File: config.mk
export PLATFORM = sky130hd
export DESIGN_NAME = esf_seq
export DESIGN_NICKNAME = d
export VERILOG_FILES = /design/src/sv/esf_pkg.sv /design/src/sv/esf_seq.sv
export SDC_FILE = /design/constraint.sdc
export NUM_CORES = 1
export LEC_CHECK = 0
export BUFFER_PORTS_ARGS = -buffer_cell sky130_fd_sc_hd__buf_2
export CAP_MARGIN = 5
export CORE_ASPECT_RATIO = 1.5
export CORE_UTILIZATION = 39
export DETAILED_ROUTE_END_ITERATION = 8
export SETUP_SLACK_MARGIN = 0.05
export SKIP_LAST_GASP = 1
export SYNTH_ARGS = -nofsm -noshare
export SYNTH_HDL_FRONTEND = slang
export SYNTH_SLANG_ARGS = --single-unit
File: constraint.sdc
create_clock -name clk -period 2.6 [get_ports clk]
set_input_delay 0.13 -clock clk [delete_from_list [all_inputs] [get_ports clk]]
set_output_delay 0.13 -clock clk [all_outputs]
set_load 0.005 [all_outputs]
File: src/sv/esf_pkg.sv
// Shared types, constants and microcode encodings for the encoder speed filter.
package esf_pkg;

	localparam int MOTORS    = 2;
	localparam int CH_W      = (MOTORS > 1) ? $clog2(MOTORS) : 1;
	localparam int CNT_W     = 32;
	localparam int EL_W      = 16;
	localparam int SCALE_W   = 24;
	localparam int COEFF_W   = 16;
	localparam int RPM_W     = 32;
	localparam int CFG_IDX_W = 2;

	// Counts per second: |delta| * 1e6 fits in 51 bits, so does the quotient.
	localparam int US_W      = 20;
	localparam logic [US_W-1:0] US_PER_S = US_W'(1000000);
	localparam int DIV_STEPS = 51;
	localparam int LOOP_W    = $clog2(DIV_STEPS);
	localparam int CPS_W     = 40;

	// Shared multiplier: 34-bit signed by 25-bit signed.
	localparam int MUL_X_W   = 34;
	localparam int MUL_Y_W   = 25;
	localparam int MUL_P_W   = MUL_X_W + MUL_Y_W;
	localparam int PP_SPLIT  = CPS_W / 2;
	localparam int PP_W      = PP_SPLIT + SCALE_W;
	localparam int ACC_W     = 64;

	localparam int PC_W      = 4;

	localparam logic [SCALE_W-1:0] RPM_SCALE_RST      = SCALE_W'(1630567);
	localparam logic [COEFF_W-1:0] FEEDBACK_COEFF_RST = COEFF_W'(55968);
	localparam logic [COEFF_W-1:0] INPUT_COEFF_RST    = COEFF_W'(4771);

	typedef enum logic [CFG_IDX_W-1:0] {
		REG_RPM_SCALE      = 2'd0,
		REG_FEEDBACK_COEFF = 2'd1,
		REG_INPUT_COEFF    = 2'd2
	} cfg_reg_e_t;

	typedef struct packed {
		logic                    motor_index;
		logic signed [CNT_W-1:0] enc_count;
		logic [EL_W-1:0]         elapsed_us;
	} sample_t;

	typedef struct packed {
		logic                    motor_id;
		logic signed [RPM_W-1:0] raw_rpm;
		logic signed [RPM_W-1:0] smooth_rpm;
		logic                    saturated;
		logic                    time_error;
	} result_t;

	typedef struct packed {
		logic [SCALE_W-1:0] rpm_scale;
		logic [COEFF_W-1:0] feedback_coeff;
		logic [COEFF_W-1:0] input_coeff;
	} cfg_t;

	typedef enum logic [3:0] {
		OP_NOP,
		OP_LOAD,
		OP_DELTA,
		OP_MULK,
		OP_DIV,
		OP_PP_HI,
		OP_PP_LO,
		OP_RAW_CLIP,
		OP_RAW_ZERO,
		OP_RAW_SAT,
		OP_FB,
		OP_IN,
		OP_FILT
	} esf_op_t;

	typedef enum logic [2:0] {
		J_NONE,
		J_ALWAYS,
		J_NO_ITEM,
		J_TERR,
		J_LOOP,
		J_ZERO,
		J_BIG,
		J_OUT_BUSY
	} esf_cond_t;

	typedef struct packed {
		esf_op_t         op;
		esf_cond_t       cond;
		logic [PC_W-1:0] target;
		logic            loop_set;
	} ucode_word_t;

	typedef struct packed {
		esf_op_t op;
	} esf_ctrl_t;

	typedef struct packed {
		logic terr;
		logic cps_zero;
		logic cps_big;
		logic out_busy;
	} esf_status_t;

endpackage

File: src/sv/esf_seq.sv
// Microcode sequencer: program ROM, step counter, loop counter and jump logic.
module esf_seq import esf_pkg::*; (
	input  logic        clk,
	input  logic        arst_n,
	input  logic        sample_valid,
	input  esf_status_t status,
	output esf_ctrl_t   ctrl,
	output logic        idle
);

	localparam logic [PC_W-1:0] PC_IDLE  = PC_W'(0);
	localparam logic [PC_W-1:0] PC_DELTA = PC_W'(1);
	localparam logic [PC_W-1:0] PC_MULK  = PC_W'(2);
	localparam logic [PC_W-1:0] PC_DIV   = PC_W'(3);
	localparam logic [PC_W-1:0] PC_CHK   = PC_W'(4);
	localparam logic [PC_W-1:0] PC_PPHI  = PC_W'(5);
	localparam logic [PC_W-1:0] PC_PPLO  = PC_W'(6);
	localparam logic [PC_W-1:0] PC_CLIP  = PC_W'(7);
	localparam logic [PC_W-1:0] PC_ZERO  = PC_W'(8);
	localparam logic [PC_W-1:0] PC_SAT   = PC_W'(9);
	localparam logic [PC_W-1:0] PC_FB    = PC_W'(10);
	localparam logic [PC_W-1:0] PC_IN    = PC_W'(11);
	localparam logic [PC_W-1:0] PC_WAIT  = PC_W'(12);
	localparam logic [PC_W-1:0] PC_FILT  = PC_W'(13);

	function automatic ucode_word_t rom_word(input logic [PC_W-1:0] pc);
		ucode_word_t w;
		w = '{op: OP_NOP, cond: J_ALWAYS, target: PC_IDLE, loop_set: 1'b0};
		unique case (pc)
			PC_IDLE:  w = '{op: OP_LOAD,     cond: J_NO_ITEM,  target: PC_IDLE, loop_set: 1'b0};
			PC_DELTA: w = '{op: OP_DELTA,    cond: J_NONE,     target: PC_IDLE, loop_set: 1'b0};
			PC_MULK:  w = '{op: OP_MULK,     cond: J_TERR,     target: PC_ZERO, loop_set: 1'b1};
			PC_DIV:   w = '{op: OP_DIV,      cond: J_LOOP,     target: PC_DIV,  loop_set: 1'b0};
			PC_CHK:   w = '{op: OP_NOP,      cond: J_ZERO,     target: PC_ZERO, loop_set: 1'b0};
			PC_PPHI:  w = '{op: OP_PP_HI,    cond: J_BIG,      target: PC_SAT,  loop_set: 1'b0};
			PC_PPLO:  w = '{op: OP_PP_LO,    cond: J_NONE,     target: PC_IDLE, loop_set: 1'b0};
			PC_CLIP:  w = '{op: OP_RAW_CLIP, cond: J_ALWAYS,   target: PC_FB,   loop_set: 1'b0};
			PC_ZERO:  w = '{op: OP_RAW_ZERO, cond: J_ALWAYS,   target: PC_FB,   loop_set: 1'b0};
			PC_SAT:   w = '{op: OP_RAW_SAT,  cond: J_NONE,     target: PC_IDLE, loop_set: 1'b0};
			PC_FB:    w = '{op: OP_FB,       cond: J_NONE,     target: PC_IDLE, loop_set: 1'b0};
			PC_IN:    w = '{op: OP_IN,       cond: J_NONE,     target: PC_IDLE, loop_set: 1'b0};
			PC_WAIT:  w = '{op: OP_NOP,      cond: J_OUT_BUSY, target: PC_WAIT, loop_set: 1'b0};
			PC_FILT:  w = '{op: OP_FILT,     cond: J_ALWAYS,   target: PC_IDLE, loop_set: 1'b0};
			default:  w = '{op: OP_NOP,      cond: J_ALWAYS,   target: PC_IDLE, loop_set: 1'b0};
		endcase
		return w;
	endfunction

	logic [PC_W-1:0]   pc_q;
	logic [PC_W-1:0]   pc_d;
	logic [LOOP_W-1:0] loop_q;
	logic [LOOP_W-1:0] loop_d;
	ucode_word_t       word;
	logic              taken;
	logic              hold;

	assign word = rom_word(pc_q);

	always_comb begin
		case (word.cond)
			J_NONE:     taken = 1'b0;
			J_ALWAYS:   taken = 1'b1;
			J_NO_ITEM:  taken = !sample_valid;
			J_TERR:     taken = status.terr;
			J_LOOP:     taken = (loop_q != '0);
			J_ZERO:     taken = status.cps_zero;
			J_BIG:      taken = status.cps_big;
			J_OUT_BUSY: taken = status.out_busy;
			default:    taken = 1'b0;
		endcase
	end

	// Next step and loop count.
	always_comb begin
		pc_d = taken ? word.target : pc_q + PC_W'(1);
		loop_d = loop_q;
		if (word.loop_set) begin
			loop_d = LOOP_W'(DIV_STEPS - 1);
		end else if (word.cond == J_LOOP && loop_q != '0) begin
			loop_d = loop_q - LOOP_W'(1);
		end
	end

	// Wait steps suppress their operation while they spin.
	always_comb begin
		hold = taken && (word.cond == J_NO_ITEM || word.cond == J_OUT_BUSY);
		ctrl.op = hold ? OP_NOP : word.op;
		idle = (pc_q == PC_IDLE);
	end

	always_ff @(posedge clk or negedge arst_n) begin
		if (!arst_n) begin
			pc_q   <= PC_IDLE;
			loop_q <= '0;
		end else begin
			pc_q   <= pc_d;
			loop_q <= loop_d;
		end
	end

endmodule

==> key figures, run 1 <==
Outcome
  • Status: complete, but fails checks
  • Failing checks: DRC

GRT
  • Vias in the first global route: 930
  • Pin count of the biggest net entering global routing: 17
  • GRT Total Usage: 0.198
  • First-pass GRT wire length: 4.17 mm
  • Total gr overflow: 0
  • Initial antenna violation count: 0

Critical path
  • Crit path max fanout: 8
  • Slowest stage delay, CP: 0.44 ns
  • CP Data Required Time: 2.47 ns
  • R2R Setup Slk: 0.25 ns
  • CP Cell Sequence: inv_1, ha_1, and2_4, o21ai_4, a32oi_1, a2bb2oi_2, o221ai_4, a22oi_1, buf_2
  • Slowest cell on the critical path: dfrtp_2
  • Arrival time worst endpoint: 2.32 ns
  • CP Capture Type: primary output
  • Crit path kind: reg -> out
  • Crit path launch type: flip-flop

Yosys
  • Cells after Synth: 114
  • Yosys Warn Count: 0
  • Number of synthesized flops with an enable pin: 0
  • Post-synthesis sequential area ratio: 0.247
  • Cell variety after synth: 38
  • Asr flop ratio synth: 1.00
  • Mapped Area: 1010 µm²
  • Top FF cell, synth: dfrtp_1
  • Synth Register Bits: 10
  • Mean Syn Cell Area: 8.88 µm²
  • Syn_nets: 133

STA
  • Setup_tns: 0 ns
  • Max-slew headroom: 0.757
  • Final worst path period share: 0.942
  • Fmax: 0.408 GHz
  • Worst Max-Slew Pin Slew: 0.355 ns
  • RSZ-0062 raised after global routing: false
  • Final Critical Period: 2.45 ns
  • Layout Skew: 0.00378 ns
  • Hold Violations, Final: 0
  • Final setup fails: 0
  • Max-slew violation count: 0

Detailed routing
  • Initial DRC count: 39
  • Routed length per instance: 15.8 µm
  • WL final: 2.53 mm
  • DRT Pass-1 Iters: 6
  • Post-route ant nets: 0
  • DRC viols: 2
  • Via count: 946
  • DR vias/cell: 5.91

Finish
  • Final #Nets: 156
  • Inserted Diodes: 0
  • Non-Filler Instances: 160
  • Share of layout cells above drive strength 1: 0.324
  • Area Growth Syn to Fin: 20.1%

Clock network
  • CTS H-tree lvls: 1
  • Num CTS Buffers: 3
  • CTS Buffer Depth: 2
  • Root buffer cell: clkbuf_4
  • Clock Sink Count: 10
  • Skew-Pair Late Insertion Delay: 0.27 ns
  • TritonCTS clock tree: done
  • Clk pin slew, worst setup/hold paths: 0.07 ns

Placement
  • Gp weighted congestion: 0.904
  • Dpl cells: 151
  • Port bufs: 11
  • DP HPWL: 1.95 mm

Power and ir drop
  • LEAKAGE: 0.538 nW
  • Cell Pwr Density: 1510 nW/µm²
  • Final Total Pwr: 1.84 mW
  • VDD IR-drop max: 0.637 mV

Floorplanning
  • Initial Utilization: 0.413
  • Std-Cell Rows: 22
  • Die Y: 64.4 µm
  • Core area: 2450 µm²
  • Die W: 43.6 µm
  • IO Count: 12
  • Die ar.: 2810 µm²

Worst hold path
  • Hold Crit Class: in -> async

Job
  • Max_cap viols: 0
## logic make-up after synthesis
kind of cell / share of synthesized area
fa+ha+maj: 0.148
simple gates: 0.169
mux: 0.106
flops: 0.247
buf+inv: 0.0556
xor+xnor: 0.0519
compound gates: 0.221
## worst max-delay path, delay by kind of cell, from the launching register on
family | cells | cell delay (ns)
compound gates | 5 | 0.87
fa+ha+maj | 1 | 0.27
buf+inv | 2 | 0.26
flops | 1 | 0.44
simple gates | 1 | 0.20
## stage by stage
stage               worst slack, ns  instance area [µm²]  hold WS [ns]  utilization
floorplan                     0.443                 1010        -0.166            -
global placement              0.182                 1110       0.00628        0.453
detailed placement            0.198                 1110       0.00747        0.453
CTS                          0.0767                 1170         0.240        0.476
global route                 0.0436                 1220         0.265        0.496
finish                        0.151                 1220         0.241        0.496
## cells in the mapped netlist, types with 2 or more instances
cell     number  share of area
mux2_2        2          0.022
o21ai_0       2         0.0099
buf_6         2          0.022
xor2_1        4          0.035
nand3_1       5          0.025
xnor2_1       2          0.017
dfrtp_1      10           0.25
ha_1         12           0.15
nor3_1        3          0.015
mux2i_1       7          0.069
nand2_1      13          0.048
inv_1         6          0.022
nor2_1        9          0.033
a21oi_1      10          0.049
inv_2         2         0.0074
nand4_1       3          0.019
## layout make-up
cell class / count / area (µm²)
inverter: 8 / 30.0
multi-input combinational: 93 / 733
tap: 24 / 30.0
sequential: 10 / 254
fill: 229 / 1230
timing repair buffer: 21 / 133
clock buffer: 4 / 36.3
## report_power, final
| part | internal (mW) | switching [mW] | leakage [nW] |
|---|---|---|---|
| clock network | 0.0852 | 0.0607 | 0.0210 |
| registers | 0.226 | 0.128 | 0.115 |
| logic | 0.636 | 0.701 | 0.402 |
## cells in the final DEF (no fill, tap or decap), drive strengths merged, types with 3 or more instances in the layout
cell type / instances
xor2: 4
mux2: 3
dfrtp: 10
mux2i: 7
a21oi: 11
o21ai: 4
buf: 20
clkbuf: 4
nand2: 13
nand3: 5
nor3: 3
nor2: 10
inv: 8
ha: 12
nand4: 3
## routing by layer
metal,global-route usage,vias up,part of all wire
li1,-,455,-
met1,0.222,462,0.39
met2,0.347,23,0.57
met3,0.0339,6,0.031
met4,0.0938,0,0.0099
met5,0,-,0
## sequential cells by signal, indices dropped and copies added, names as in the netlist
| register | count |
|---|---|
| loop_q | 6 |
| pc_q | 4 |
## repair_timing
action | 4_1_cts | 5_1_grt
hold buffers | 1 | 0
resized for setup | 3 | 5
pin swaps | 1 | 2
setup buffers | 0 | 4
hold endpoints to repair | 10 | 0
endpoints found under the setup margin | 4 | 4
## final timing paths
kind,start,to,cells after the start
worst max-delay path,pc_q[0],ctrl[2],9
worst min-delay path,arst_n,loop_q[5],2
worst max register to register,pc_q[0],pc_q[1],9
worst min register to register,loop_q[5],loop_q[5],2
max in group asynchronous,arst_n,pc_q[3],2
min in group clk,status[0],pc_q[3],5
No activity file was read; power rests on OpenSTA's default activity.
==> run 2: changes to the inputs <==
==> constraint.sdc (replaced) <==
create_clock -name clk -period 2.5 [get_ports clk]
set_input_delay 0.125 -clock clk [delete_from_list [all_inputs] [get_ports clk]]
set_output_delay 0.125 -clock clk [all_outputs]
set_load 0.005 [all_outputs]
==> run 2 against run 1 <==
The run still ends with DRC left. Clock skew up 0.0032 ns. Via count grew 0.53%. Final cell count grew 3.1%. Sequential share of layout area down 0.73 points. Critical path depth did not move. Sequential cell count stayed put. Cell area is 3.1% higher. Utilization up 1.5 points. Combinational power rose by 8%. Non-clock buffer count is 5 higher. Largest cell class unchanged.
==> key figures, run 2 (synthesized netlist as in run 1, its figures left out) <==
STA
  • Max-slew violation count: 0
  • Final setup fails: 0
  • Final worst path period share: 0.950
  • Hold Violations, Final: 0
  • Final Critical Period: 2.38 ns
  • Setup_tns: 0 ns
  • Worst hold slack: 0.233 ns
  • Worst Max-Slew Pin Slew: 0.403 ns
  • Fmax: 0.421 GHz
  • Layout Skew: 0.00699 ns
  • RSZ-0062 raised after global routing: true
  • Max-slew headroom: 0.731

Power and ir drop
  • Final Total Pwr: 1.95 mW
  • Combinational Power Share: 0.747
  • P_int: 1.01 mW
  • LEAKAGE: 0.564 nW
  • Switching Share: 0.478
  • Clock power frac: 0.076
  • Cell Pwr Density: 1550 nW/µm²
  • Switching Power: 931 µW
  • Reg power frac: 0.177
  • VDD IR-drop max: 0.828 mV

Finish
  • Commonest non-fill, non-tap cell in the layout: buf_4
  • Commonest non-fill, non-tap cells in the layout: buf_4 (14), nand2_1 (13), ha_1 (12)
  • Max FFs per register: 6
  • Inserted Diodes: 0
  • Biggest register: loop_q
  • Share of layout cells above drive strength 1: 0.340
  • Area Growth Syn to Fin: 23.9%
  • Final #Nets: 161
  • Largest regs: loop_q: 6 flops, pc_q: 4 flops
  • Final Core Density: 0.512

GRT
  • Grt met1 use: 0.222
  • First-pass GRT wire length: 4.52 mm
  • Met3 Usage GRT: 0.0339
  • Total gr overflow: 0
  • Vias in the first global route: 1022
  • Routing usage on met2: 0.399
  • Gr busiest metal: met2
  • Initial antenna violation count: 0
  • GRT Total Usage: 0.215
  • Pin count of the biggest net entering global routing: 17

Floorplanning
  • Core area: 2450 µm²
  • Initial Utilization: 0.413
  • Std-Cell Rows: 22
  • Die Y: 64.4 µm
  • IO Count: 12
  • Die W: 43.6 µm
  • Die ar.: 2810 µm²

Clock network
  • TritonCTS clock tree: done
  • CTS Buffer Depth: 2
  • Clock Sink Count: 10
  • Root buffer cell: clkbuf_4
  • Clk pin slew, worst setup/hold paths: 0.07 ns
  • CTS H-tree lvls: 1
  • Num CTS Buffers: 3
  • Skew-Pair Late Insertion Delay: 0.27 ns

Outcome
  • Failing checks: DRC
  • Status: complete, but fails checks

Critical path
  • Crit path launch type: flip-flop
  • Crit path max fanout: 6
  • R2R Setup Slk: 0.22 ns
  • CP Data Required Time: 2.38 ns
  • Crit Reg-Reg Startpoint: pc_q[1]
  • Crit path kind: reg -> out
  • Arrival time worst endpoint: 2.25 ns
  • Critical R2R Capture: pc_q[1]
  • CP Capture Type: primary output
  • R2R cell count: 9

Detailed routing
  • WL final: 2.61 mm
  • Initial DRC count: 19
  • DRC viols: 2
  • Post-route ant nets: 0
  • DRT Pass-1 Iters: 6
  • DR vias/cell: 5.76
  • Via count: 951
  • Routed length per instance: 15.8 µm

Placement
  • Port bufs: 11
  • DP HPWL: 2.03 mm
  • Gp weighted congestion: 0.910

Worst hold path
  • Hold Crit Class: in -> async

Job
  • Max_cap viols: 0
## run 2: cell count changes in the layout (fill, tap and decap cells not counted)
cell,before,now
a2111oi_0,1,0
dfrtp_2,3,2
a2111oi_1,0,1
dfrtp_1,7,8
buf_4,9,14
## run 2: repair_timing
| action | CTS | global route |
|---|---|---|
| endpoints found under the hold margin | 10 | 0 |
| buffers inserted | 3 | 2 |
| endpoints found under the setup margin | 4 | 5 |
| pin swaps | 1 | 2 |
| resized for setup | 3 | 5 |
| hold buffers | 1 | 0 |
## run 2: worst max path at each step
stage / from / cells past startpoint / endpoint
after floorplan: pc_q[0] / 8 / pc_q[1]
after global placement: pc_q[2] / 6 / pc_q[1]
after detailed placement: pc_q[1] / 8 / pc_q[1]
after CTS: pc_q[1] / 9 / ctrl[2]
after global routing: pc_q[1] / 9 / ctrl[2]
final: pc_q[1] / 9 / ctrl[2]
## run 2: stage by stage
stage,setup slack (ns),cells,instance area [µm²]
after detailed placement,0.178,155,1140
after global routing,0.0354,165,1250
after global placement,0.190,155,1140
final,0.124,165,1250
after floorplan,0.343,114,1010
after CTS,0.120,163,1220
## run 2: power by group through the flow
| stage | combinational (mW) | clock [mW] | sequential, mW |
|---|---|---|---|
| floorplan | 0.959 | 0 | 0.302 |
| global placement | 1.28 | 0 | 0.337 |
| detailed placement | 1.30 | 0 | 0.340 |
| CTS | 1.40 | 0.151 | 0.334 |
| global route | 1.60 | 0.168 | 0.355 |
| finish | 1.45 | 0.149 | 0.344 |
## run 2: area by class of cell
| class | instances | area [µm²] |
|---|---|---|
| Clock buffer | 4 | 36.3 |
| Multi-Input combinational cell | 93 | 734 |
| Fill cell | 231 | 1200 |
| Tap cell | 24 | 30.0 |
| Timing Repair Buffer | 26 | 170 |
| Inverter | 8 | 30.0 |
| Sequential cell | 10 | 253 |
## run 2: metal layers
metal  up-vias  wire, µm  share of wire
met2        19      1500           0.58
li1        467         -              -
met3         7        73          0.028
met1       458       970           0.37
met5         -         0              0
met4         0        63          0.024
## run 2: worst max-delay path: stages, from the launching register on
cell and delay (ns):
dfrtp_1 0.41, buf_4 0.14, ha_1 0.16, nor2_1 0.05, a2111oi_1 0.40, nor2_1 0.10, a41oi_2 0.22, o221ai_4 0.18
a22oi_1 0.18, buf_2 0.14
==> run 3: changes to the inputs <==
--- a/config.mk
+++ b/config.mk
@@ -5,11 +5,11 @@
 export SDC_FILE = /design/constraint.sdc
 export NUM_CORES = 1
 export LEC_CHECK = 0
-export BUFFER_PORTS_ARGS = -buffer_cell sky130_fd_sc_hd__buf_2
 export CAP_MARGIN = 5
 export CORE_ASPECT_RATIO = 1.5
 export CORE_UTILIZATION = 39
 export DETAILED_ROUTE_END_ITERATION = 8
+export DONT_BUFFER_PORTS = 1
 export SETUP_SLACK_MARGIN = 0.05
 export SKIP_LAST_GASP = 1
 export SYNTH_ARGS = -nofsm -noshare
==> run 3 against run 2 <==
Utilization fell by 4.4 points. Highest routed layer unchanged. Routed wire length fell by 5.7%. Clock-buffer cell count decreased by 1. Clock skew down 0.0016 ns. Cell area fell by 8.6%. Critical endpoint is now pc_q[1]. Hold slack improved by 0.0083 ns. The run still ends with DRC left.
==> key figures, run 3 (synthesized netlist as in run 1, its figures left out) <==
STA
  • Setup_tns: 0 ns
  • Hold Violations, Final: 0
  • Max-slew headroom: 0.679
  • Fmax: 0.424 GHz
  • Layout Skew: 0.00541 ns
  • Worst hold slack: 0.242 ns
  • Final Critical Period: 2.36 ns
  • Final setup fails: 0
  • Worst Max-Slew Pin Slew: 0.482 ns
  • Max-slew violation count: 0
  • Final worst path period share: 0.944
  • RSZ-0062 raised after global routing: true

Finish
  • Commonest non-fill, non-tap cell in the layout: nand2_1
  • Commonest non-fill, non-tap cells in the layout: nand2_1 (13), ha_1 (11), nor2_1 (9), dfrtp_1 (9), buf_4 (9)
  • Largest regs: loop_q: 6 flops, pc_q: 4 flops
  • Biggest register: loop_q
  • Inserted Diodes: 0
  • Max FFs per register: 6
  • Share of layout cells above drive strength 1: 0.258
  • Final #Nets: 145
  • Non-Filler Instances: 148
  • Area Growth Syn to Fin: 13.2%

Clock network
  • TritonCTS clock tree: done
  • Root buffer cell: clkbuf_4
  • CTS Buffer Depth: 2
  • CTS H-tree lvls: 1
  • Skew-Pair Late Insertion Delay: 0.26 ns
  • Clk pin slew, worst setup/hold paths: 0.06 ns
  • Clock Sink Count: 10
  • Num CTS Buffers: 3

GRT
  • Total gr overflow: 0
  • Vias in the first global route: 938
  • First-pass GRT wire length: 4.24 mm
  • GRT Total Usage: 0.201
  • Pin count of the biggest net entering global routing: 13
  • Initial antenna violation count: 0

Detailed routing
  • Post-route ant nets: 0
  • WL final: 2.46 mm
  • WL met2: 1.37 mm
  • Via count: 886
  • DRT Pass-1 Iters: 8
  • Metal-1 WL: 970 µm
  • Routed length per instance: 16.6 µm
  • Highest Signal Layer: met4
  • DR vias/cell: 5.99
  • Initial DRC count: 33
  • DRC viols: 2
  • Met3 WL: 87 µm

Placement
  • Port bufs: 0
  • Dpl cells: 142
  • DP HPWL: 1.88 mm
  • Gp weighted congestion: 0.906

Floorplanning
  • Die ar.: 2810 µm²
  • Die Y: 64.4 µm
  • Die W: 43.6 µm
  • IO Count: 12
  • Core area: 2450 µm²
  • Std-Cell Rows: 22
  • Initial Utilization: 0.413

Power and ir drop
  • LEAKAGE: 0.483 nW
  • Cell Pwr Density: 1560 nW/µm²
  • Final Total Pwr: 1.78 mW
  • VDD IR-drop max: 0.560 mV

Critical path
  • Crit path max fanout: 9
  • CP Data Required Time: 2.65 ns
  • Arrival time worst endpoint: 2.51 ns
  • CP Capture Type: flip-flop
  • Crit path kind: reg -> reg
  • Crit path launch type: flip-flop

Outcome
  • Status: complete, but fails checks
  • Failing checks: DRC

Worst hold path
  • Hold Crit Class: in -> async

Job
  • Max_cap viols: 0
[run 3: cell types whose count changed in the layout (fill, tap and decap cells not counted)]
cell | before | now
buf_2 | 11 | 0
buf_4 | 14 | 9
a21oi_1 | 10 | 8
a21oi_2 | 1 | 3
clkbuf_8 | 1 | 0
dfrtp_1 | 8 | 9
dfrtp_2 | 2 | 1
ha_1 | 12 | 11
ha_2 | 0 | 1
nor2_2 | 0 | 1
nor2_4 | 1 | 0
nor3_1 | 2 | 3
nor3_2 | 1 | 0
[run 3: where the power goes]
part	switching, mW	leakage (nW)	internal (mW)
logic	0.726	0.352	0.603
registers	0.114	0.117	0.233
clock network	0.0514	0.0138	0.0555
[run 3: routing by layer]
metal | vias to the layer above | track usage
met5 | - | 0
met3 | 6 | 0.0424
li1 | 429 | -
met2 | 23 | 0.360
met4 | 0 | 0.0703
met1 | 428 | 0.224
[run 3: timing repair]
item | 4_1_cts | 5_1_grt
gates cloned | 0 | 0
pin swaps | 0 | 1
hold endpoints to repair | 10 | 0
gates resized for setup | 2 | 6
hold buffers | 1 | 0
endpoints found under the setup margin | 4 | 4
setup buffers | 0 | 2
[run 3: final cells by class]
| cell class | instances | area, µm² |
|---|---|---|
| Multi-Input combinational cell | 93 | 734 |
| Clock buffer | 3 | 22.5 |
| Sequential cell | 10 | 251 |
| Fill cell | 234 | 1300 |
| Inverter | 8 | 30.0 |
| Tap cell | 24 | 30.0 |
| Timing Repair Buffer | 10 | 77.6 |
[run 3: path summary, 6_finish.rpt]
path / cells after the start / startpoint / end / slack, ns
worst min-delay path: 1 / arst_n / loop_q[3] / 0.24
worst max register to register: 9 / pc_q[0] / pc_q[1] / 0.14
min in group clk: 4 / status[0] / pc_q[2] / 0.26
worst max-delay path: 9 / pc_q[0] / pc_q[1] / 0.14
max in group asynchronous: 1 / arst_n / pc_q[0] / 1.93
worst min register to register: 2 / loop_q[5] / loop_q[5] / 0.52
[run 3: critical path, stage by stage, from the launching register on]
cell and delay [ns]:
dfrtp_2 0.46, inv_1 0.15, ha_2 0.22, and2_4 0.18, a21oi_1 0.06, o21bai_2 0.18
a41oi_2 0.17, o221ai_4 0.33, buf_4 0.20, mux2_4 0.30
[run 3: through the flow]
step	util	area (µm²)	worst slack (ns)
6_report	0.468	1150	0.140
4_1_cts	0.453	1110	0.0660
3_3_place_gp	0.436	1070	0.225
3_5_place_dp	0.436	1070	0.102
2_1_floorplan	-	1010	0.343
5_1_grt	0.468	1150	0.0128
